## src/hw/rtl/scr_ram.sv

```systemverilog
`timescale 1ns / 1ps
// ----------------------------------------------------------------------------
// scr_ram
// Generic simple dual port RAM, one write and one registered read port.
// ----------------------------------------------------------------------------
module scr_ram #(
  parameter int WIDTH = 64,
  parameter int DEPTH = 16
) (
  input  logic                                  clk,
  input  logic                                  wr_en,
  input  logic [((DEPTH > 1) ? $clog2(DEPTH) : 1)-1:0] wr_addr,
  input  logic [WIDTH-1:0]                      wr_data,
  input  logic [((DEPTH > 1) ? $clog2(DEPTH) : 1)-1:0] rd_addr,
  output logic [WIDTH-1:0]                      rd_data
);

  logic [WIDTH-1:0] mem [DEPTH];

  always_ff @(posedge clk) begin
    if (wr_en) begin
      mem[wr_addr] <= wr_data;
    end
    rd_data <= mem[rd_addr];
  end

endmodule

```

## config.mk

```make
export PLATFORM = sky130hd
export DESIGN_NAME = scr_ram
export DESIGN_NICKNAME = d
export VERILOG_FILES = /design/src/hw/rtl/scr_ram.sv
export SDC_FILE = /design/constraint.sdc
export NUM_CORES = 1
export LEC_CHECK = 0
export BUFFER_PORTS_ARGS = -buffer_cell sky130_fd_sc_hd__buf_2
export CORE_MARGIN = 4
export CORE_UTILIZATION = 55
export CTS_CLUSTER_DIAMETER = 60
export DETAILED_ROUTE_END_ITERATION = 8
export GPL_ROUTABILITY_DRIVEN = 0
export HOLD_SLACK_MARGIN = 0.12
export PLACE_DENSITY = 0.71
export RECOVER_POWER = 100
export SETUP_SLACK_MARGIN = 0.4
export SYNTH_ARGS = -nofsm -noshare
export SYNTH_HDL_FRONTEND = slang
export SYNTH_SLANG_ARGS = --single-unit
```

## constraint.sdc

```tcl
create_clock -name clk -period 4.9 [get_ports clk]
set_input_delay 0 -clock clk [delete_from_list [all_inputs] [get_ports clk]]
set_output_delay 0 -clock clk [all_outputs]
set_load 0.01 [all_outputs]
```

* After elaboration in Yosys (flattened, before gate mapping)
Memories as Yosys holds them, arrays and structs flattened. A register that Yosys moved wholly into a read port is not among the register bits.
Index checks and enable logic that the tools add are counted.
** Cells by class
- Muxes and demuxes :: 2
** Operators by type and width (count)
- 1-bit 2-to-1 mux :: 2
** Word-level totals
- Register bits after elaboration :: 0
- RAM bits :: 1024
- Logic and storage cells :: 3
- Memories kept :: 1
** Memory list
- mem :: words 16, bits a word 64, rd ports 1, clocked after memory_dff 1, write ports 1, line 18 : logic [WIDTH-1:0] mem [DEPTH];

* Logic depth before layout (Yosys ltp)
Gate-level depths: netlist of the first run.
- Depth in word-level cells :: 2
- Mapped depth :: 6
- Gate-level depth less buffers :: 3

* Least setup slack after synthesis of the first run
OpenSTA, ideal clock, no wires.
- Kind :: input to register
- Start :: input port wr_addr[2] (netlist name)
- End :: memory mem[0][0], enable pin
- Library setup time :: 565 ps
- Data arrival time :: 4863 ps
- Required time :: 4335 ps
- Path slack :: -529 ps
- Stages :: 2
- Path buffers :: 0
- Cells stage by stage :: or3b_2 > nor3_1
** RTL lines
- start: declaration :: line 12 : input logic [((DEPTH > 1) ? $clog2(DEPTH) : 1)-1:0] wr_addr,
- end: declaration :: line 18
Straight into the memory's write port.

==> results of run 1 <==
==> metrics by stage <==
stage               hold WS (ps)  worst slack (ps)  std cells   util  cell area [um2]
floorplan                   98.9              1210       1647      -            39600
global placement             358              2400       2689  0.583            41600
detailed placement           382              2300       2689  0.583            41600
CTS                          122              2130       2952  0.641            45700
global route                 175              1050       2957  0.636            45400
finish                       137              1160       2958  0.636            45400
==> what timing repair did <==
| action | in CTS | in global routing |
|---|---|---|
| hold buffers | 72 | 0 |
| gates resized for setup | 0 | 0 |
| endpoints found under the hold margin | 1060 | 0 |
| setup endpoints to repair | 0 | 0 |
==> final cells by class <==
class / count / area [um2]
sequential: 1088 / 32000
fill: 4743 / 26000
multi-input combinational: 475 / 7150
clock buffer: 141 / 2930
timing repair buffer: 248 / 1610
tap: 950 / 1190
clock inverter: 50 / 450
antenna: 6 / 15.0
==> cell usage after synthesis, drive strengths merged <==
cell,number
edfxtp,1024
mux4,256
a22oi,128
nand2,65
dfxtp,64
buf,48
clkbuf,36
nor2,13
nor3,4
nand2b,2
nand3b,2
nor2b,2
and2,1
nand3,1
or3b,1
==> sequential cells by signal (all words and copies together) (netlist names) <==
name     count
mem       1024
rd_data     64
==> cell usage in the layout (no fill, tap or decap), types with 4 or more instances in the layout <==
| cell | n |
|---|---|
| sky130_fd_sc_hd__clkinvlp_4 | 4 |
| sky130_fd_sc_hd__nor2_4 | 5 |
| sky130_fd_sc_hd__clkbuf_8 | 15 |
| sky130_fd_sc_hd__nor2_1 | 8 |
| sky130_fd_sc_hd__dlygate4sd3_1 | 72 |
| sky130_fd_sc_hd__a22oi_1 | 128 |
| sky130_fd_sc_hd__buf_2 | 5 |
| sky130_fd_sc_hd__bufinv_16 | 7 |
| sky130_fd_sc_hd__buf_4 | 9 |
| sky130_fd_sc_hd__edfxtp_1 | 1024 |
| sky130_fd_sc_hd__nand2_1 | 65 |
| sky130_fd_sc_hd__nor3_1 | 4 |
| sky130_fd_sc_hd__clkinv_1 | 14 |
| sky130_fd_sc_hd__clkbuf_16 | 106 |
| sky130_fd_sc_hd__diode_2 | 6 |
| sky130_fd_sc_hd__mux4_2 | 256 |
| sky130_fd_sc_hd__clkinv_2 | 19 |
| sky130_fd_sc_hd__clkbuf_1 | 164 |
| sky130_fd_sc_hd__clkbuf_2 | 6 |
| sky130_fd_sc_hd__buf_12 | 10 |
| sky130_fd_sc_hd__dfxtp_1 | 64 |
==> routing by layer <==
| layer | global-route usage | up-vias |
|---|---|---|
| li1 | - | 7588 |
| met1 | 0.329 | 9699 |
| met2 | 0.352 | 792 |
| met3 | 0.0359 | 107 |
| met4 | 0.0529 | 2 |
| met5 | 0 | - |
==> how the worst max path moves through the flow <==
| stage | end | slack [ps] | depth (start not counted) |
|---|---|---|---|
| 4_1_cts | mem[3][38] | 2130 | 6 |
| 6_report | rd_data[1] | 1160 | 6 |
| 3_3_place_gp | mem[8][43] | 2400 | 4 |
| 2_1_floorplan | mem[1][0] | 1210 | 2 |
| 3_5_place_dp | mem[8][40] | 2300 | 4 |
| 5_1_grt | rd_data[52] | 1050 | 6 |
==> power breakdown <==
group / internal [mW] / switching, mW
Sequential: 10.4 / 0.0743
Clock: 4.55 / 3.25
Combinational: 0.373 / 0.542
Total: 15.3 / 3.87
==> logic make-up (layout without fill, tap and decap cells) <==
family                 Yosys count  count (layout)  synth area share
flip-flops                    1088            1088             0.809
AO/OA/AOI/OAI                  128             128            0.0243
multiplexers                   256             256             0.146
buffers and inverters           84             439            0.0114
AND/OR/NAND/NOR                 91              91           0.00942
other                            0               6                 0
==> worst max-delay path, cell delays in order <==
cell and delay [ps]:
sky130_fd_sc_hd__dlygate4sd3_1 530, sky130_fd_sc_hd__buf_2 160, sky130_fd_sc_hd__nor2_1 2610, sky130_fd_sc_hd__buf_4 680, sky130_fd_sc_hd__a22oi_1 200, sky130_fd_sc_hd__nand2_1 120
==> metrics.log, run 1 <==
[metrics] DRC Markers: 0
[metrics] root buffer cell: sky130_fd_sc_hd__clkbuf_16
[metrics] average wire length per cell after detail routing: 28.3 um
[metrics] fraction of synthesized cell area taken by the top area cell type: 0.777
[metrics] half-perimeter wire length of the detailed placement result: 41.3 mm
[metrics] final hold violation count: 0
[metrics] detailed-route wire length on metal 1: 34.4 mm
[metrics] P&R area growth vs syn: 14.7%
[metrics] overall track demand over capacity in global routing: 0.221
[metrics] core box area: 71400 um2
[metrics] class of the most critical setup path: input pin to register
[metrics] top cell type by total area after synthesis: sky130_fd_sc_hd__edfxtp_1
[metrics] number of distinct library cells after synthesis: 18
[metrics] Site Rows: 98
[metrics] maximum capacitance violations: 23
[metrics] Detail Route met2 WL: 41.5 mm
[metrics] Post-Route WL: 83.6 mm
[metrics] synthesized netlist net count: 1721
[metrics] Startpoint Class: input pin
[metrics] failing checks: capacitance limit, slew limit
[metrics] Post-CTS Setup Inserts: 0
[metrics] Buffers on Ports: 137
[metrics] highest routed layer: met5
[metrics] worst reg2reg startpoint: mem[10][16]
[metrics] per-cell via count in the routed design: 6.15
[metrics] post-layout net count: 1989
[metrics] critical path startpoint: rd_addr[2]
[metrics] die boundary width: 276 um
[metrics] Die H: 276 um
[metrics] summed instance area of the synthesized netlist: 39600 um2
[metrics] worst-case vdd ir drop: 264 uV
[metrics] antenna violations before repair: 7
[metrics] grt ovf: 0
[metrics] launch instance of the worst min-delay path: rd_addr[1]
[metrics] worst r2r path cells: 3
[metrics] post-synthesis area per instance: 24.0 um2
[metrics] power density of the placed cells: 423 nW/um2
[metrics] Final Setup Violations: 0
[metrics] type of the most critical hold path: input pin to register
[metrics] dominant cells by area after synthesis: sky130_fd_sc_hd__edfxtp_1 78%, sky130_fd_sc_hd__mux4_2 15%, sky130_fd_sc_hd__dfxtp_1 3.2%
[metrics] number of synthesized register bits: 1088
[metrics] Clock Sinks: 1088
[metrics] number of violations reported at the end of detailed-routing iteration 0: 2316
[metrics] relative slew slack: -1.38
[metrics] first drt pass iteration count: 5
[metrics] data arrival at the endpoint of the critical path: 4340 ps
[metrics] Final Max Tran Viols: 702
[metrics] buffers from clock root to sink, at most: 3
[metrics] pin slew with the least headroom to its limit: 3560 ps
[metrics] Tot Pwr: 19.2 mW
[metrics] H-tree depth: 3
[metrics] number of ports placed on the die boundary: 138
[metrics] met3 routed WL: 6.39 mm
[metrics] Fmax achieved: 0.267 GHz
[metrics] maximum fanout along the worst path: 28
[metrics] Static Leak: 14.3 nW
[metrics] unrepaired setup endpoints after global routing: false
[metrics] Period Utilization, post-route: 0.764
[metrics] share of cells above drive strength 1: 0.227
[metrics] area of the die: 76300 um2
[metrics] CTS tree: yes
[metrics] Clk pin slew, worst setup/hold paths: 60 ps
[metrics] post-layout minimum cycle time: 3740 ps
[metrics] clock latency of the later-clocked register in the worst-skew pair: 650 ps
[metrics] setup tns final: 0 ps
[metrics] global-route wire length before repair: 125 mm
[metrics] remaining antenna violation count: 0
[metrics] outcome: finished with violations
[metrics] total via count in the routed design: 18188
[metrics] via count of the first global-routing pass: 19033
[metrics] RR Endpoint: rd_data[16]
[metrics] worst endpoint required time: 5490 ps
[metrics] worst hold stages: 4
[metrics] pin count of the biggest net entering global routing: 89
[metrics] crit end category: register
[metrics] Clock Skews: 23.2 ps
[metrics] capture endpoint of the worst hold path: rd_data[3]
[metrics] synth warn: 0
[metrics] gate count after technology mapping: 1647
[metrics] TritonCTS buffer count: 102
[metrics] setup slack, reg-to-reg: 3500 ps
[metrics] effective utilization at floorplan: 0.555
[metrics] sequential fraction of the synthesis area: 0.809
Power figures use the tool's default switching activity.
==> run 2: changes to the inputs <==
--- a/config.mk
+++ b/config.mk
@@ -7,12 +7,12 @@
 export LEC_CHECK = 0
 export BUFFER_PORTS_ARGS = -buffer_cell sky130_fd_sc_hd__buf_2
 export CORE_MARGIN = 4
-export CORE_UTILIZATION = 55
+export CORE_UTILIZATION = 60
 export CTS_CLUSTER_DIAMETER = 60
 export DETAILED_ROUTE_END_ITERATION = 8
 export GPL_ROUTABILITY_DRIVEN = 0
 export HOLD_SLACK_MARGIN = 0.12
-export PLACE_DENSITY = 0.71
+export PLACE_DENSITY = 0.73
 export RECOVER_POWER = 100
 export SETUP_SLACK_MARGIN = 0.4
 export SYNTH_ARGS = -nofsm -noshare
==> constraint.sdc (replaced) <==
create_clock -name clk -period 3.9 [get_ports clk]
set_input_delay 0 -clock clk [delete_from_list [all_inputs] [get_ports clk]]
set_output_delay 0 -clock clk [all_outputs]
set_load 0.01 [all_outputs]
==> metrics.log, run 2 (synthesis results as in run 1) <==
[metrics] worst-case vdd ir drop: 382 uV (was 264 uV)
[metrics] global-route wire length before repair: 126 mm (was 125 mm)
[metrics] Site Rows: 93 (was 98)
[metrics] DP Area: 41600 um2 (about the same)
[metrics] most common cell after layout, fill and taps aside: sky130_fd_sc_hd__edfxtp_1 (unchanged)
[metrics] root buffer cell: sky130_fd_sc_hd__clkbuf_16 (unchanged)
[metrics] pin count of the biggest net entering global routing: 85 (was 89)
[metrics] number of ports placed on the die boundary: 138 (unchanged)
[metrics] post-layout net count: 1990 (was 1989)
[metrics] Post-Layout Cell Count: 2863 (was 2958)
[metrics] most frequent cells in the layout: 1024 x sky130_fd_sc_hd__edfxtp_1, 256 x sky130_fd_sc_hd__mux4_2, 167 x sky130_fd_sc_hd__clkbuf_1 (was 1024 x sky130_fd_sc_hd__edfxtp_1, 256 x sky130_fd_sc_hd__mux4_2, 164 x sky130_fd_sc_hd__clkbuf_1)
[metrics] core box area: 64900 um2 (was 71400 um2)
[metrics] Clock Sinks: 1088 (unchanged)
[metrics] TritonCTS buffer count: 103 (was 102)
[metrics] hold buffers post-CTS: 71 (was 72)
[metrics] Clock Skews: 12.9 ps (was 23.2 ps)
[metrics] data arrival at the endpoint of the critical path: 3270 ps (was 4340 ps)
[metrics] cell with the biggest individual delay on the critical path: sky130_fd_sc_hd__nor3_1 (was sky130_fd_sc_hd__nor2_1)
[metrics] half-perimeter wire length of the detailed placement result: 38.6 mm (was 41.3 mm)
[metrics] Post-CTS Setup Inserts: 0 (unchanged)
[metrics] effective utilization at floorplan: 0.610 (was 0.555)
[metrics] internal cell power: 19.3 mW (was 15.3 mW)
[metrics] Final Setup Violations: 0 (unchanged)
[metrics] Die H: 265 um (was 276 um)
[metrics] Fmax achieved: 0.333 GHz
[metrics] maximum capacitance violations: 8 (was 23)
[metrics] share of cells above drive strength 1: 0.230 (was 0.227)
[metrics] power density of the placed cells: 532 nW/um2 (was 423 nW/um2)
[metrics] power share of the combinational group: 0.048 (about the same)
[metrics] Most flops, register: mem (unchanged)
[metrics] cell with the most instances on the worst path: sky130_fd_sc_hd__dlygate4sd3_1
[metrics] Startpoint Class: input pin (unchanged)
[metrics] buffers from clock root to sink, at most: 3 (unchanged)
[metrics] average wire length per cell after detail routing: 29.5 um (was 28.3 um)
[metrics] relative slew slack: -0.856 (was -1.38)
[metrics] grt ovf: 0 (unchanged)
[metrics] antenna violations before repair: 6 (was 7)
[metrics] switching power share of the total: 0.203 (was 0.201)
[metrics] setup tns final: 0 ps (unchanged)
[metrics] worst path setup slack after routing: 898 ps (was 1160 ps)
[metrics] per-cell via count in the routed design: 6.43 (was 6.15)
[metrics] crit end category: register (unchanged)
[metrics] CTS tree: yes (unchanged)
[metrics] outcome: finished with violations (unchanged)
[metrics] Post-CTS Resized: 0 (unchanged)
[metrics] Clk pin slew, worst setup/hold paths: 60 ps (about the same)
[metrics] maximum fanout along the worst path: 10 (was 28)
[metrics] setup slack at placement: 1660 ps (was 2300 ps)
[metrics] remaining antenna violation count: 0 (unchanged)
[metrics] slowest cell delay on critical path: 1360 ps (was 2610 ps)
[metrics] Buffers on Ports: 137 (unchanged)
[metrics] die boundary width: 265 um (was 276 um)
[metrics] RR Endpoint: rd_data[49] (was rd_data[16])
[metrics] setup slack, reg-to-reg: 2450 ps (was 3500 ps)
[metrics] total via count in the routed design: 18414 (was 18188)
[metrics] type of the most critical hold path: input pin to register (unchanged)
[metrics] P&R area growth vs syn: 14.6% (was 14.7%)
[metrics] launch instance of the worst min-delay path: rd_addr[0] (was rd_addr[1])
[metrics] worst endpoint required time: 4170 ps (was 5490 ps)
[metrics] failing checks: capacitance limit, slew limit (unchanged)
[metrics] first drt pass iteration count: 5 (unchanged)
[metrics] H-tree depth: 3 (unchanged)
[metrics] class of the most critical setup path: input pin to register (unchanged)
[metrics] worst hold stages: 4 (unchanged)
[metrics] largest registers ranked by flip-flop count: mem x1024, rd_data x64 (unchanged)
[metrics] Tot Pwr: 24.1 mW (was 19.2 mW)
[metrics] Final Max Tran Viols: 330 (was 702)
[metrics] unrepaired setup endpoints after global routing: false (unchanged)
[metrics] Period Utilization, post-route: 0.770
[metrics] overall track demand over capacity in global routing: 0.243 (was 0.221)
[metrics] number of cells after detailed placement: 2595 (was 2689)
[metrics] switching power: 4.89 mW (was 3.87 mW)
[metrics] Static Leak: 14.4 nW (was 14.3 nW)
[metrics] post-layout utilization of the core: 0.699 (was 0.636)
[metrics] worst r2r path cells: 3 (unchanged)
[metrics] Post-Route WL: 84.5 mm (was 83.6 mm)
[metrics] DRC Markers: 0 (unchanged)
[metrics] clock latency of the later-clocked register in the worst-skew pair: 640 ps (was 650 ps)
[metrics] post-route design area: 45400 um2 (about the same)
[metrics] flip-flop count of the largest register, all copies and words added: 1024 (unchanged)
[metrics] Flop pwr share: 0.546 (about the same)
[metrics] final hold slack: 183 ps (was 137 ps)
[metrics] pin slew with the least headroom to its limit: 2780 ps (was 3560 ps)
[metrics] CP Buf/Inv Count: 3 (unchanged)
[metrics] number of violations reported at the end of detailed-routing iteration 0: 2244 (was 2316)
[metrics] CP top delay family: buffers and inverters (was simple AND/OR/NAND/NOR gates)
[metrics] via count of the first global-routing pass: 19433 (was 19033)
[metrics] post-layout minimum cycle time: 3000 ps
[metrics] Clock power frac: 0.406 (about the same)
[metrics] CP Cell Sequence: dlygate4sd3_1, clkbuf_1, nor3_1, dlygate4sd3_1 (was dlygate4sd3_1, buf_2, nor2_1, buf_4, a22oi_1, nand2_1)
[metrics] final hold violation count: 0 (unchanged)
[metrics] capture endpoint of the worst hold path: rd_data[2] (was rd_data[3])
[metrics] area of the die: 70100 um2 (was 76300 um2)
[metrics] worst reg2reg startpoint: mem[3][49] (was mem[10][16])
## run 2: cell count changes in the layout (fill, tap and decap cells not counted), moves of 4 or more
cell                       previous run  this run
sky130_fd_sc_hd__clkinv_2            19        23
sky130_fd_sc_hd__clkbuf_8            15         9
sky130_fd_sc_hd__buf_12              10        16
sky130_fd_sc_hd__clkinv_1            14        10
## run 2: cell type report
class	count	area, um2
flip-flops and latches	1088	32000
fillers	3888	19600
diodes	3	7.51
clock buffers	144	2890
clock inverters	50	474
repair buffers	248	1710
multi-input cells	475	7180
well taps	855	1070
## run 2: power groups by stage
| stage | Clock (mW) | Combinational [mW] | Sequential [mW] |
|---|---|---|---|
| finish | 9.81 | 1.16 | 13.2 |
| global route | 10.5 | 1.24 | 13.2 |
| CTS | 9.96 | 1.21 | 13.2 |
| detailed placement | 0 | 1.14 | 13.4 |
| global placement | 0 | 1.11 | 13.4 |
| floorplan | 0 | 0.623 | 13.4 |
## run 2: metal layers
layer | wire [um] | vias up | share of wire | GRT usage
met5 | 22 | - | 0.00026 | 0
met4 | 1340 | 4 | 0.016 | 0.0553
met1 | 33300 | 9817 | 0.39 | 0.357
met2 | 42600 | 887 | 0.50 | 0.396
li1 | - | 7598 | - | -
met3 | 7230 | 108 | 0.086 | 0.0432
## run 2: worst max-delay path by stage
stage | start | end | cells past startpoint
final | wr_addr[1] | mem[8][2] | 4
after global routing | wr_addr[1] | mem[8][11] | 4
after CTS | rd_addr[3] | rd_data[29] | 6
after detailed placement | wr_addr[2] | mem[8][36] | 4
after global placement | wr_addr[2] | mem[8][36] | 4
after floorplan | wr_addr[2] | mem[1][0] | 2
## run 2: worst min-delay path, delay by kind of cell
| family | cells | cell delay [ps] |
|---|---|---|
| AND/OR/NAND/NOR | 1 | 50 |
| multiplexers | 1 | 410 |
| buffers and inverters | 1 | 260 |
| AO/OA/AOI/OAI | 1 | 60 |
